[config.mk]
export PLATFORM = sky130hd
export DESIGN_NAME = sha1_message_digest
export DESIGN_NICKNAME = d
export VERILOG_FILES = /design/src/design/smd_pkg.sv /design/src/design/smd_front.sv /design/src/design/smd_queue.sv /design/src/design/smd_core.sv /design/src/design/sha1_message_digest.sv
export SDC_FILE = /design/constraint.sdc
export NUM_CORES = 2
export LEC_CHECK = 0
export ABC_CLOCK_PERIOD_IN_PS = 43800
export BUFFER_PORTS_ARGS = -buffer_cell sky130_fd_sc_hd__buf_4
export CAP_MARGIN = 20
export CORE_MARGIN = 3
export CORE_UTILIZATION = 62
export DETAILED_ROUTE_END_ITERATION = 12
export PLACE_DENSITY = 0.78
export REMOVE_ABC_BUFFERS = 1
export SETUP_SLACK_MARGIN = 0.15
export SYNTH_ARGS = -nofsm -noshare
export SYNTH_HDL_FRONTEND = slang
export SYNTH_SLANG_ARGS = --single-unit
[constraint.sdc]
create_clock -name clk -period 43.8 [get_ports clk]
set_input_delay 0 -clock clk [delete_from_list [all_inputs] [get_ports clk]]
set_output_delay 0 -clock clk [all_outputs]
set_load 0.01 [all_outputs]
[src/design/smd_pkg.sv]
// shared types, constants and helpers for the sha1 digest block
// depends on nothing
package smd_pkg;

    typedef struct packed {
        logic [7:0] data_byte;
        logic       byte_valid;
        logic       end_of_message;
    } item_t;

    typedef struct packed {
        logic [31:0] digest_word;
        logic [2:0]  word_index;
        logic        last_word;
    } result_t;

    // one 512-bit block handed from the front to the core
    typedef struct packed {
        logic [511:0] block;
        logic         last_block;
    } job_t;

    localparam logic [31:0] K0 = 32'h5A827999;
    localparam logic [31:0] K1 = 32'h6ED9EBA1;
    localparam logic [31:0] K2 = 32'h8F1BBCDC;
    localparam logic [31:0] K3 = 32'hCA62C1D6;

    localparam logic [31:0] H0 = 32'h67452301;
    localparam logic [31:0] H1 = 32'hEFCDAB89;
    localparam logic [31:0] H2 = 32'h98BADCFE;
    localparam logic [31:0] H3 = 32'h10325476;
    localparam logic [31:0] H4 = 32'hC3D2E1F0;

    localparam logic [7:0] PAD_BYTE = 8'h80;
    localparam logic [5:0] LEN_FIT_LIMIT = 6'd56;
    localparam logic [6:0] LAST_ROUND = 7'd79;
    localparam logic [2:0] LAST_INDEX = 3'd4;

    function automatic logic [31:0] rotl1(input logic [31:0] x);
        rotl1 = {x[30:0], x[31]};
    endfunction

    function automatic logic [31:0] rotl5(input logic [31:0] x);
        rotl5 = {x[26:0], x[31:27]};
    endfunction

    function automatic logic [31:0] rotl30(input logic [31:0] x);
        rotl30 = {x[1:0], x[31:2]};
    endfunction

endpackage

[src/design/smd_front.sv]
// front end: takes bytes, packs blocks, adds padding and length
// depends on smd_pkg
module smd_front (
    input  logic          clk,
    input  logic          rst_n,
    input  logic          push,
    output logic          full,
    input  smd_pkg::item_t item,
    output logic          job_valid,
    input  logic          job_ready,
    output smd_pkg::job_t job
);
    import smd_pkg::*;

    typedef enum logic [3:0] {
        F_IDLE = 4'b0001,
        F_BYTE = 4'b0010,
        F_PAD  = 4'b0100,
        F_LEN  = 4'b1000
    } fstate_t;

    fstate_t      state_reg, state_next;
    logic [5:0]   pos_reg, pos_next;
    logic [60:0]  cnt_reg, cnt_next;
    logic [511:0] blk_reg, blk_next;
    item_t        item_reg, item_next;

    logic [511:0] blk_wr;
    logic [511:0] blk_pad;
    logic [63:0]  bit_len;

    assign full    = (state_reg != F_IDLE);
    assign bit_len = {cnt_reg, 3'b000};

    // byte insert and padded block
    always_comb
    begin
        blk_wr  = blk_reg;
        blk_pad = blk_reg;
        for (int k = 0; k < 64; k++)
        begin
            if (6'(k) == pos_reg)
            begin
                blk_wr[511 - 8 * k -: 8]  = item_reg.data_byte;
                blk_pad[511 - 8 * k -: 8] = PAD_BYTE;
            end
            else if (6'(k) > pos_reg)
            begin
                blk_pad[511 - 8 * k -: 8] = 8'h00;
            end
        end
    end

    // sequencing
    always_comb
    begin
        state_next = state_reg;
        pos_next   = pos_reg;
        cnt_next   = cnt_reg;
        blk_next   = blk_reg;
        item_next  = item_reg;
        job_valid  = 1'b0;
        job        = '0;
        case (state_reg)
            F_IDLE:
            begin
                if (push)
                begin
                    item_next  = item;
                    state_next = F_BYTE;
                end
            end
            F_BYTE:
            begin
                if (item_reg.byte_valid)
                begin
                    if (pos_reg == 6'd63)
                    begin
                        job_valid      = 1'b1;
                        job.block      = blk_wr;
                        job.last_block = 1'b0;
                    end
                    if (pos_reg != 6'd63 || job_ready)
                    begin
                        blk_next   = blk_wr;
                        pos_next   = pos_reg + 6'd1;
                        cnt_next   = cnt_reg + 61'd1;
                        state_next = item_reg.end_of_message ? F_PAD : F_IDLE;
                    end
                end
                else
                begin
                    state_next = item_reg.end_of_message ? F_PAD : F_IDLE;
                end
            end
            F_PAD:
            begin
                job_valid = 1'b1;
                if (pos_reg < LEN_FIT_LIMIT)
                begin
                    job.block      = {blk_pad[511:64], bit_len};
                    job.last_block = 1'b1;
                    if (job_ready)
                    begin
                        pos_next   = '0;
                        cnt_next   = '0;
                        state_next = F_IDLE;
                    end
                end
                else
                begin
                    job.block      = blk_pad;
                    job.last_block = 1'b0;
                    if (job_ready)
                    begin
                        state_next = F_LEN;
                    end
                end
            end
            F_LEN:
            begin
                job_valid      = 1'b1;
                job.block      = {448'd0, bit_len};
                job.last_block = 1'b1;
                if (job_ready)
                begin
                    pos_next   = '0;
                    cnt_next   = '0;
                    state_next = F_IDLE;
                end
            end
            default:
            begin
                state_next = F_IDLE;
            end
        endcase
    end

    // control registers
    always_ff @(posedge clk or negedge rst_n)
    begin
        if (!rst_n)
        begin
            state_reg <= F_IDLE;
            pos_reg   <= '0;
            cnt_reg   <= '0;
        end
        else
        begin
            state_reg <= state_next;
            pos_reg   <= pos_next;
            cnt_reg   <= cnt_next;
        end
    end

    // payload registers
    always_ff @(posedge clk)
    begin
        blk_reg  <= blk_next;
        item_reg <= item_next;
    end

endmodule

[src/design/smd_queue.sv]
// short block queue between the front end and the compression core
// depends on smd_pkg
module smd_queue #(
    parameter int DEPTH = 2
) (
    input  logic          clk,
    input  logic          rst_n,
    input  logic          enq_valid,
    output logic          enq_ready,
    input  smd_pkg::job_t enq_job,
    output logic          deq_valid,
    input  logic          deq_pop,
    output smd_pkg::job_t deq_job
);
    import smd_pkg::*;

    localparam int PW = $clog2(DEPTH);
    localparam int CW = $clog2(DEPTH + 1);
    localparam logic [PW-1:0] LAST_SLOT = PW'(DEPTH - 1);

    job_t          slot_reg [DEPTH];
    logic [PW-1:0] wr_ptr_reg, wr_ptr_next;
    logic [PW-1:0] rd_ptr_reg, rd_ptr_next;
    logic [CW-1:0] cnt_reg, cnt_next;
    logic          do_enq, do_deq;

    assign enq_ready = (cnt_reg != CW'(DEPTH));
    assign deq_valid = (cnt_reg != '0);
    assign deq_job   = slot_reg[rd_ptr_reg];
    assign do_enq    = enq_valid && enq_ready;
    assign do_deq    = deq_pop && deq_valid;

    // pointer and fill count update
    always_comb
    begin
        wr_ptr_next = wr_ptr_reg;
        rd_ptr_next = rd_ptr_reg;
        cnt_next    = cnt_reg;
        if (do_enq)
        begin
            wr_ptr_next = (wr_ptr_reg == LAST_SLOT) ? '0 : wr_ptr_reg + PW'(1);
        end
        if (do_deq)
        begin
            rd_ptr_next = (rd_ptr_reg == LAST_SLOT) ? '0 : rd_ptr_reg + PW'(1);
        end
        if (do_enq && !do_deq)
        begin
            cnt_next = cnt_reg + CW'(1);
        end
        else if (do_deq && !do_enq)
        begin
            cnt_next = cnt_reg - CW'(1);
        end
    end

    always_ff @(posedge clk or negedge rst_n)
    begin
        if (!rst_n)
        begin
            wr_ptr_reg <= '0;
            rd_ptr_reg <= '0;
            cnt_reg    <= '0;
        end
        else
        begin
            wr_ptr_reg <= wr_ptr_next;
            rd_ptr_reg <= rd_ptr_next;
            cnt_reg    <= cnt_next;
        end
    end

    // entry storage
    always_ff @(posedge clk)
    begin
        if (do_enq)
        begin
            slot_reg[wr_ptr_reg] <= enq_job;
        end
    end

endmodule

[src/design/smd_core.sv]
// compression core: 80 rounds per block, chaining words, digest word buffer
// depends on smd_pkg
module smd_core (
    input  logic            clk,
    input  logic            rst_n,
    input  logic            job_valid,
    output logic            job_pop,
    input  smd_pkg::job_t   job,
    output logic            empty,
    input  logic            pop,
    output smd_pkg::result_t result
);
    import smd_pkg::*;

    typedef enum logic [2:0] {
        C_IDLE  = 3'b001,
        C_ROUND = 3'b010,
        C_FOLD  = 3'b100
    } cstate_t;

    cstate_t     state_reg, state_next;
    logic [6:0]  rnd_reg, rnd_next;
    logic        last_reg, last_next;
    logic [31:0] chain_reg [5];
    logic [31:0] chain_next [5];
    logic [31:0] var_reg [5];
    logic [31:0] var_next [5];
    logic [31:0] w_reg [16];
    logic [31:0] w_next [16];
    logic [31:0] dig_reg [5];
    logic [31:0] dig_next [5];
    logic        busy_reg, busy_next;
    logic [2:0]  idx_reg, idx_next;

    logic [31:0] f_val, k_val, t_val;
    logic [31:0] init_chain [5];

    assign init_chain[0] = H0;
    assign init_chain[1] = H1;
    assign init_chain[2] = H2;
    assign init_chain[3] = H3;
    assign init_chain[4] = H4;

    // round function and constant
    always_comb
    begin
        if (rnd_reg < 7'd20)
        begin
            f_val = (var_reg[1] & var_reg[2]) | (~var_reg[1] & var_reg[3]);
            k_val = K0;
        end
        else if (rnd_reg < 7'd40)
        begin
            f_val = var_reg[1] ^ var_reg[2] ^ var_reg[3];
            k_val = K1;
        end
        else if (rnd_reg < 7'd60)
        begin
            f_val = (var_reg[1] & var_reg[2]) | (var_reg[1] & var_reg[3])
                  | (var_reg[2] & var_reg[3]);
            k_val = K2;
        end
        else
        begin
            f_val = var_reg[1] ^ var_reg[2] ^ var_reg[3];
            k_val = K3;
        end
        t_val = rotl5(var_reg[0]) + f_val + var_reg[4] + k_val + w_reg[0];
    end

    // sequencing
    always_comb
    begin
        state_next = state_reg;
        rnd_next   = rnd_reg;
        last_next  = last_reg;
        chain_next = chain_reg;
        var_next   = var_reg;
        w_next     = w_reg;
        dig_next   = dig_reg;
        busy_next  = busy_reg;
        idx_next   = idx_reg;
        job_pop    = 1'b0;

        // digest word transfer
        if (busy_reg && pop)
        begin
            if (idx_reg == LAST_INDEX)
            begin
                busy_next = 1'b0;
            end
            else
            begin
                idx_next = idx_reg + 3'd1;
            end
        end

        case (state_reg)
            C_IDLE:
            begin
                if (job_valid)
                begin
                    job_pop   = 1'b1;
                    last_next = job.last_block;
                    rnd_next  = '0;
                    var_next  = chain_reg;
                    for (int j = 0; j < 16; j++)
                    begin
                        w_next[j] = job.block[511 - 32 * j -: 32];
                    end
                    state_next = C_ROUND;
                end
            end
            C_ROUND:
            begin
                for (int j = 0; j < 15; j++)
                begin
                    w_next[j] = w_reg[j + 1];
                end
                w_next[15] = rotl1(w_reg[13] ^ w_reg[8] ^ w_reg[2] ^ w_reg[0]);
                var_next[0] = t_val;
                var_next[1] = var_reg[0];
                var_next[2] = rotl30(var_reg[1]);
                var_next[3] = var_reg[2];
                var_next[4] = var_reg[3];
                rnd_next    = rnd_reg + 7'd1;
                if (rnd_reg == LAST_ROUND)
                begin
                    state_next = C_FOLD;
                end
            end
            C_FOLD:
            begin
                if (!last_reg)
                begin
                    for (int i = 0; i < 5; i++)
                    begin
                        chain_next[i] = chain_reg[i] + var_reg[i];
                    end
                    state_next = C_IDLE;
                end
                else if (!busy_reg)
                begin
                    for (int i = 0; i < 5; i++)
                    begin
                        dig_next[i] = chain_reg[i] + var_reg[i];
                    end
                    chain_next = init_chain;
                    busy_next  = 1'b1;
                    idx_next   = '0;
                    state_next = C_IDLE;
                end
            end
            default:
            begin
                state_next = C_IDLE;
            end
        endcase
    end

    // control registers and chaining words
    always_ff @(posedge clk or negedge rst_n)
    begin
        if (!rst_n)
        begin
            state_reg <= C_IDLE;
            rnd_reg   <= '0;
            busy_reg  <= 1'b0;
            idx_reg   <= '0;
            chain_reg <= '{H0, H1, H2, H3, H4};
        end
        else
        begin
            state_reg <= state_next;
            rnd_reg   <= rnd_next;
            busy_reg  <= busy_next;
            idx_reg   <= idx_next;
            chain_reg <= chain_next;
        end
    end

    // payload registers
    always_ff @(posedge clk)
    begin
        last_reg <= last_next;
        var_reg  <= var_next;
        w_reg    <= w_next;
        dig_reg  <= dig_next;
    end

    // result port
    assign empty              = !busy_reg;
    assign result.digest_word = dig_reg[idx_reg];
    assign result.word_index  = idx_reg;
    assign result.last_word   = (idx_reg == LAST_INDEX);

endmodule

[src/design/sha1_message_digest.sv]
// sha1 digest top level: front end, block queue, compression core
// the front end takes one item at a time: full stays high until that item is through;
// the core runs one round per cycle and takes no new block before the last is folded;
// digest words leave one per cycle while pop is held high
// reset: clears all control state and loads the sha1 initial chaining words
// depends on smd_pkg, smd_front, smd_queue, smd_core
module sha1_message_digest #(
    parameter int QUEUE_DEPTH = 2
) (
    input  logic             clk,
    input  logic             rst_n,
    input  logic             push,
    output logic             full,
    input  smd_pkg::item_t   item,
    output logic             empty,
    input  logic             pop,
    output smd_pkg::result_t result
);
    import smd_pkg::*;

    logic job_in_valid, job_in_ready, job_out_valid, job_out_pop;
    job_t job_in, job_out;

    smd_front u_front (
        .clk       (clk),
        .rst_n     (rst_n),
        .push      (push),
        .full      (full),
        .item      (item),
        .job_valid (job_in_valid),
        .job_ready (job_in_ready),
        .job       (job_in)
    );

    smd_queue #(
        .DEPTH (QUEUE_DEPTH)
    ) u_queue (
        .clk       (clk),
        .rst_n     (rst_n),
        .enq_valid (job_in_valid),
        .enq_ready (job_in_ready),
        .enq_job   (job_in),
        .deq_valid (job_out_valid),
        .deq_pop   (job_out_pop),
        .deq_job   (job_out)
    );

    smd_core u_core (
        .clk       (clk),
        .rst_n     (rst_n),
        .job_valid (job_out_valid),
        .job_pop   (job_out_pop),
        .job       (job_out),
        .empty     (empty),
        .pop       (pop),
        .result    (result)
    );

endmodule

# Yosys cells after proc, flatten, opt, wreduce, memory -nomap -nowiden
# Memory sizes are Yosys's and may differ from the RTL's.
# Index checks and enable logic that the tools add are counted.
[totals]
in_bits = 14
memories = 1
mem_bits_ro = 0
ff_bits = 1604
elab_cells = 515
mem_bits_rw = 1026
latchBits = 0
[op_classes]
n_bitwise = 15
div = 0
shifts = 0
n_eq_ne = 86
mul = 0
add_sub_neg = 17
n_lt_le_gt_ge = 69
mux = 257
n_reduce_logical = 24
[memory_table]
columns = ["memory", "depth", "word_bits", "read_ports", "rd_clocked_by_memory_dff", "wr", "line", "rtl"]
rows = [
  ["u_queue.slot_reg", 2, 513, 1, 0, 1, "smd_queue.sv:21", "job_t slot_reg [DEPTH];"],
]
[op_table]
columns = ["cell", "count"]
rows = [
  ["case mux 513 bit (3 select lines)", 1],
  ["two-way mux 8 bit", 192],
  ["two-way mux 513 bit", 2],
  ["case mux 512 bit (2 select lines)", 1],
  ["two-way mux 512 bit", 1],
  ["two-way mux 160 bit", 3],
  ["case mux 160 bit (2 select lines)", 1],
  ["adder 32 bit", 9],
  ["two-way mux 61 bit", 4],
  ["two-way mux 32 bit", 7],
  ["equality test 6 bit (first input constant)", 32],
  ["greater-than comparator 6 bit (first input constant)", 32],
  ["case mux 61 bit (3 select lines)", 1],
  ["bitwise XOR 32 bit", 5],
  ["bitwise AND 32 bit", 4],
  ["binary-select mux 32 bit (select 3 bit)", 1],
  ["equality test 5 x 6 -> 1 bit (first input constant)", 16],
  ["greater-than comparator 5 x 6 -> 1 bit (first input constant)", 16],
  ["bitwise OR 32 bit", 3],
  ["two-way mux 65 bit", 1],
  ["adder 61 x 1 -> 61 bit (second input constant)", 1],
  ["equality test 4 x 6 -> 1 bit (first input constant)", 8],
  ["greater-than comparator 4 x 6 -> 1 bit (first input constant)", 8],
  ["inverter 32 bit", 1],
  ["55 further kinds", 118],
]

# Logic depth before layout (Yosys ltp)
[logic_depth]
ltp_word = 11
mapped_depth = 27
depth_no_buf = 25

# By module
# Synthesis repeated with hierarchy kept, for this count alone.
[hier_totals]
cells_unflattened = 9592
hier_area_um2 = 124744.6
[modules_own_cells]
columns = ["mod", "area_each_um2", "cells_each", "n_inst"]
rows = [
  ["smd_core", 54345.9, 5305, 1],
  ["smd_queue", 39230.1, 1614, 1],
  ["smd_front", 31168.6, 2673, 1],
]

# Worst setup path before layout
# No wires, ideal clock.
[synth_path]
path_kind = "register to register"
from = "register u_front.state_reg[0]"
to = "memory u_queue.slot_reg[0][0] (netlist name), enable pin"
required_ns = 42.337
setup_slack_ns = 18.253
path_buffers = 3
t_arrival_ns = 24.084
setup_ns = 1.463
stages_incl_launch_ff = 9
synth_period_minus_slack_ns = 25.547
cell_sequence = "dfstp_2 -> buf_6 -> nor4b_4 -> and2_1 -> buf_4 -> nand2_1 -> clkbuf_1 -> a21oi_1 -> nor2b_1"
[synth_via]
elab_chain_cells = 6
elab_cells_between_ends = 8
classes_between = "eq/ne: 3; mux: 3; reduce/logical: 2"
[synth_rtl]
columns = ["item", "line", "rtl"]
rows = [
  ["from (decl)", "smd_front.sv:22", "fstate_t state_reg, state_next;"],
  ["from (signal assigned)", "smd_front.sv:150", "state_reg <= state_next;"],
  ["equality test 4 x 3 -> 1 bit or equality test 4 bit (tied branches)", "smd_front.sv:64", "case (state_reg)"],
  ["OR reduction 2 bit (no line)", "-", ""],
  ["case mux 1 bit (2 select lines) (*)", "smd_front.sv:64", ""],
  ["logical AND 1 bit (*)", "smd_queue.sv:30", "assign do_enq = enq_valid && enq_ready;"],
  ["via u_queue.do_enq", "smd_queue.sv:25", "logic do_enq, do_deq;"],
  ["two-way mux 1 bit (*)", "smd_queue.sv:76", "if (do_enq)"],
  ["two-way mux 1 bit (implied by the code) (*)", "smd_queue.sv:78", "slot_reg[wr_ptr_reg] <= enq_job;"],
  ["to (decl)", "smd_queue.sv:21", ""],
]
# Mark *: on every way through the listed nets, which the timed path passes. The rest lies on a longest branch.

==> summary.txt <==
Floorplan
  – DIE WIDTH: between 400 and 500 um
  – Row cnt: approximately 160
  – Initial Utilization: a little over three fifths
  – Height of the die: ~450 um
  – Core ar.: between 150000 and 200000 um2
  – Die ar.: ~200000 um2
  – IO Count: 52

Placed design
  – Quantity of I/O buffers inserted on ports: 51
  – Final HPWL from detailed placement: slightly above 200000 um
  – GPL Wtd Cong: between 0.9 and 1

Global route
  – First-pass GRT wire length: 478000 um
  – GRT Util Overall: roughly a third
  – Number of antenna violations at the first check in global routing: 7
  – Largest net degree at the start of global routing: 266
  – Grt total ovfl: 0
  – Vias in the first global route: around 76000

Detailed routing
  – Via count: between 70000 and 80000
  – Drt first-iter violations: about 9600
  – TritonRoute pass-1 iters: 9
  – Antenna-violating nets left: 0
  – Wire per inst: between 20 and 30 um
  – Post-route DRC violation count: 0
  – Vias per inst: around 6.5
  – Final WL: 321000 um

Final layout
  – Fillers: roughly 13000
  – Area Overhead vs Synth: 10.2%
  – Layout Nets: between 9000 and 10000
  – Largest register FFs: 1026
  – Most frequent cells in the layout: 2373 x edfxtp_1, 1421 x nand2_1, 764 x o21ai_0
  – Commonest non-fill, non-tap cell in the layout: edfxtp_1
  – Share of layout cells above drive strength 1: 12.6%

Synthesis
  – Syn Inst Count: about 9100
  – Post-synth EDFFs: roughly 2400
  – Yosys warnings: 0
  – Seq/Total Area, Yosys: 64.4%
  – Largest family of logic cells by synthesized area: multiplexers
  – Synthesized area: about 120000 um2
  – FF+latch count, synth: around 2600
  – XOR/XNOR Fraction of Synth Area: 2.38%
  – Syn_area_per_cell: approximately 13 um2
  – Simple-gate share of the synthesized area: 8.73%
  – Synth Area in Compound Gates: 8.83%
  – Yosys cell types: 84
  – Async S/R FF share, synth: under 10%
  – Predominant post-synthesis flop cell: edfxtp_1
  – Adder-Cell Fraction of Synth Area: 4.43%
  – Mux share of post-synthesis cell area: between 8 and 9%

Power and ir drop
  – Total Power: approximately 9300 uW
  – Leakage power figure: about 0.05 uW
  – PD cells: around 70 nW/um2
  – Peak supply drop: just under 0.09 mV

Run
  – Max_cap viols: 0

Clock network
  – Worst-skew pair later-pin latency: 0.94 ns
  – Clock sink count: around 2600
  – Root buf cell: clkbuf_16
  – Clock-pin slew on the worst setup and hold paths: about 0.060 ns
  – CTS tree: yes
  – CTS Buf Count: approximately 290
  – Clk buf depth: 4
  – CTS H-Tree Depth: 5
  – Buffer count from post-CTS setup fixing: 0

Timing
  – Rel. slew slack: roughly 7.5%
  – Hold Fails Final Rpt: 0
  – Worst-case clock skew: 0.0579 ns
  – Fmax: 134 MHz
  – Final min period: around 7.4 ns
  – Max-slew violation count: 0
  – TNS Setup: 0 ns
  – Setup Viol. Count Final: 0
  – Least-Margin Pin Slew: roughly 1.4 ns
  – RSZ-0062 raised after global routing: no
  – Period utilisation layout: 17.0%

Min path
  – WHS Path Cells: 5
  – Hold Path Class: primary input to flip-flop

Worst setup path
  – Critical Path RT: ~44 ns
  – Reg2Reg Setup Slack: between 30 and 40 ns
  – WS Path Type: flip-flop to flip-flop
  – Worst r2r path cells: 21
  – Endpoint class of the critical path: flip-flop
  – Max FO, Critical Path: 22
  – Critical path arrival: approximately 8.1 ns
  – CP startpoint kind: flip-flop

Outcome
  – Status: completed
-- worst max-delay path, cell delays in order (launching register included) --
cell     delay, ns
dfrtp_1       0.50
o21ai_0       0.14
nand2_1       0.47
buf_4         0.42
inv_1         0.28
nor2_1        0.80
fa_1          0.57
fa_1          0.54
inv_1         0.05
fa_1          0.52
inv_1         0.04
ha_1          0.37
nand4_1       0.21
or3_1         0.48
nor2_1        0.11
or4b_1        0.49
a21bo_2       0.24
a21oi_1       0.26
o21ai_0       0.20
a21oi_1       0.21
xnor2_1       0.14
o21ai_1       0.07
-- through the flow --
step	std cells	hold slack, ns	area [um2]	setup WS [ns]	util [%]
floorplan	8651	-0.296	119000	-6.67	-
CTS	11887	0.0643	133000	36.41	68.8
finish	11898	0.111	133000	36.36	68.8
detailed placement	11379	0.0776	124000	36.43	64.2
global route	11893	0.160	133000	36.04	68.8
global placement	11375	0.0690	124000	35.71	64.1
-- metal layers --
layer	up-vias	GRT usage (%)	wire length, um
li1	33533	-	-
met1	38383	42.9	123000
met2	4094	51.3	153000
met3	806	5.66	29400
met4	0	14.8	16100
met5	-	0	0
-- worst paths after layout --
| check | from | endpoint |
|---|---|---|
| min reg2reg | u_core.w_reg[10] | u_core.w_reg[42] |
| min in group asynchronous | rst_n | u_core.chain_reg[33] |
| min | push | u_front.state_reg[0] |
| max reg2reg | u_core.rnd_reg[4] | u_core.var_reg[159] |
| max in group asynchronous | rst_n | u_core.chain_reg[148] |
| max | u_core.rnd_reg[4] | u_core.var_reg[159] |
-- cells in the mapped netlist, types with 93 or more instances --
master / instances / area share [%]
mux2_2: 432 / 4.0
edfxtp_1: 2373 / 59
nor2_1: 387 / 1.2
clkbuf_1: 401 / 1.2
nand2_1: 1422 / 4.4
a21o_1: 93 / 0.58
ha_1: 228 / 2.4
xor2_1: 129 / 0.94
and2_1: 185 / 0.96
dfrtp_1: 167 / 3.5
mux2i_1: 520 / 4.3
a21oi_1: 235 / 0.98
o21ai_0: 765 / 3.2
nor2b_1: 94 / 0.49
xnor2_1: 198 / 1.4
fa_1: 124 / 2.1
inv_1: 265 / 0.83
a22o_1: 203 / 1.5
-- cells by family after synthesis --
group / count (synthesis)
adders and majority gates: 352
muxes: 984
xor gates and xnor gates: 327
buffers and inverters: 713
DFF: 2622
and+or+nand+nor: 2411
AOI/OAI and AO/OA: 1678
-- report_power, final --
group	internal, uW	leakage [uW]	switching [uW]	total (uW)
registers	3380	0.0255	333	3710
clock network	1330	0.00425	955	2290
logic	1230	0.0201	2080	3310
total	5940	0.0498	3360	9310
-- layout make-up --
cell class                      instances  area, um2  area share [%]
Antenna cell                            6       15.0          0.0113
Clock buffer                          361       7600            5.73
Clock inverter                        121       1100           0.826
Inverter                              277       1060           0.801
Multi-Input combinational cell       5752      40300            30.3
Sequential cell                      2622      77600            58.5
Tap cell                             2526       3160            2.38
Timing Repair Buffer                  233       1910            1.44
-- what timing repair did --
| action | 4_1_cts | 5_1_grt |
|---|---|---|
| endpoints found under the hold margin | 220 | 0 |
| hold buffers | 26 | 0 |
| resized for setup | 0 | 0 |
No activity file was read; power rests on OpenSTA's default activity.
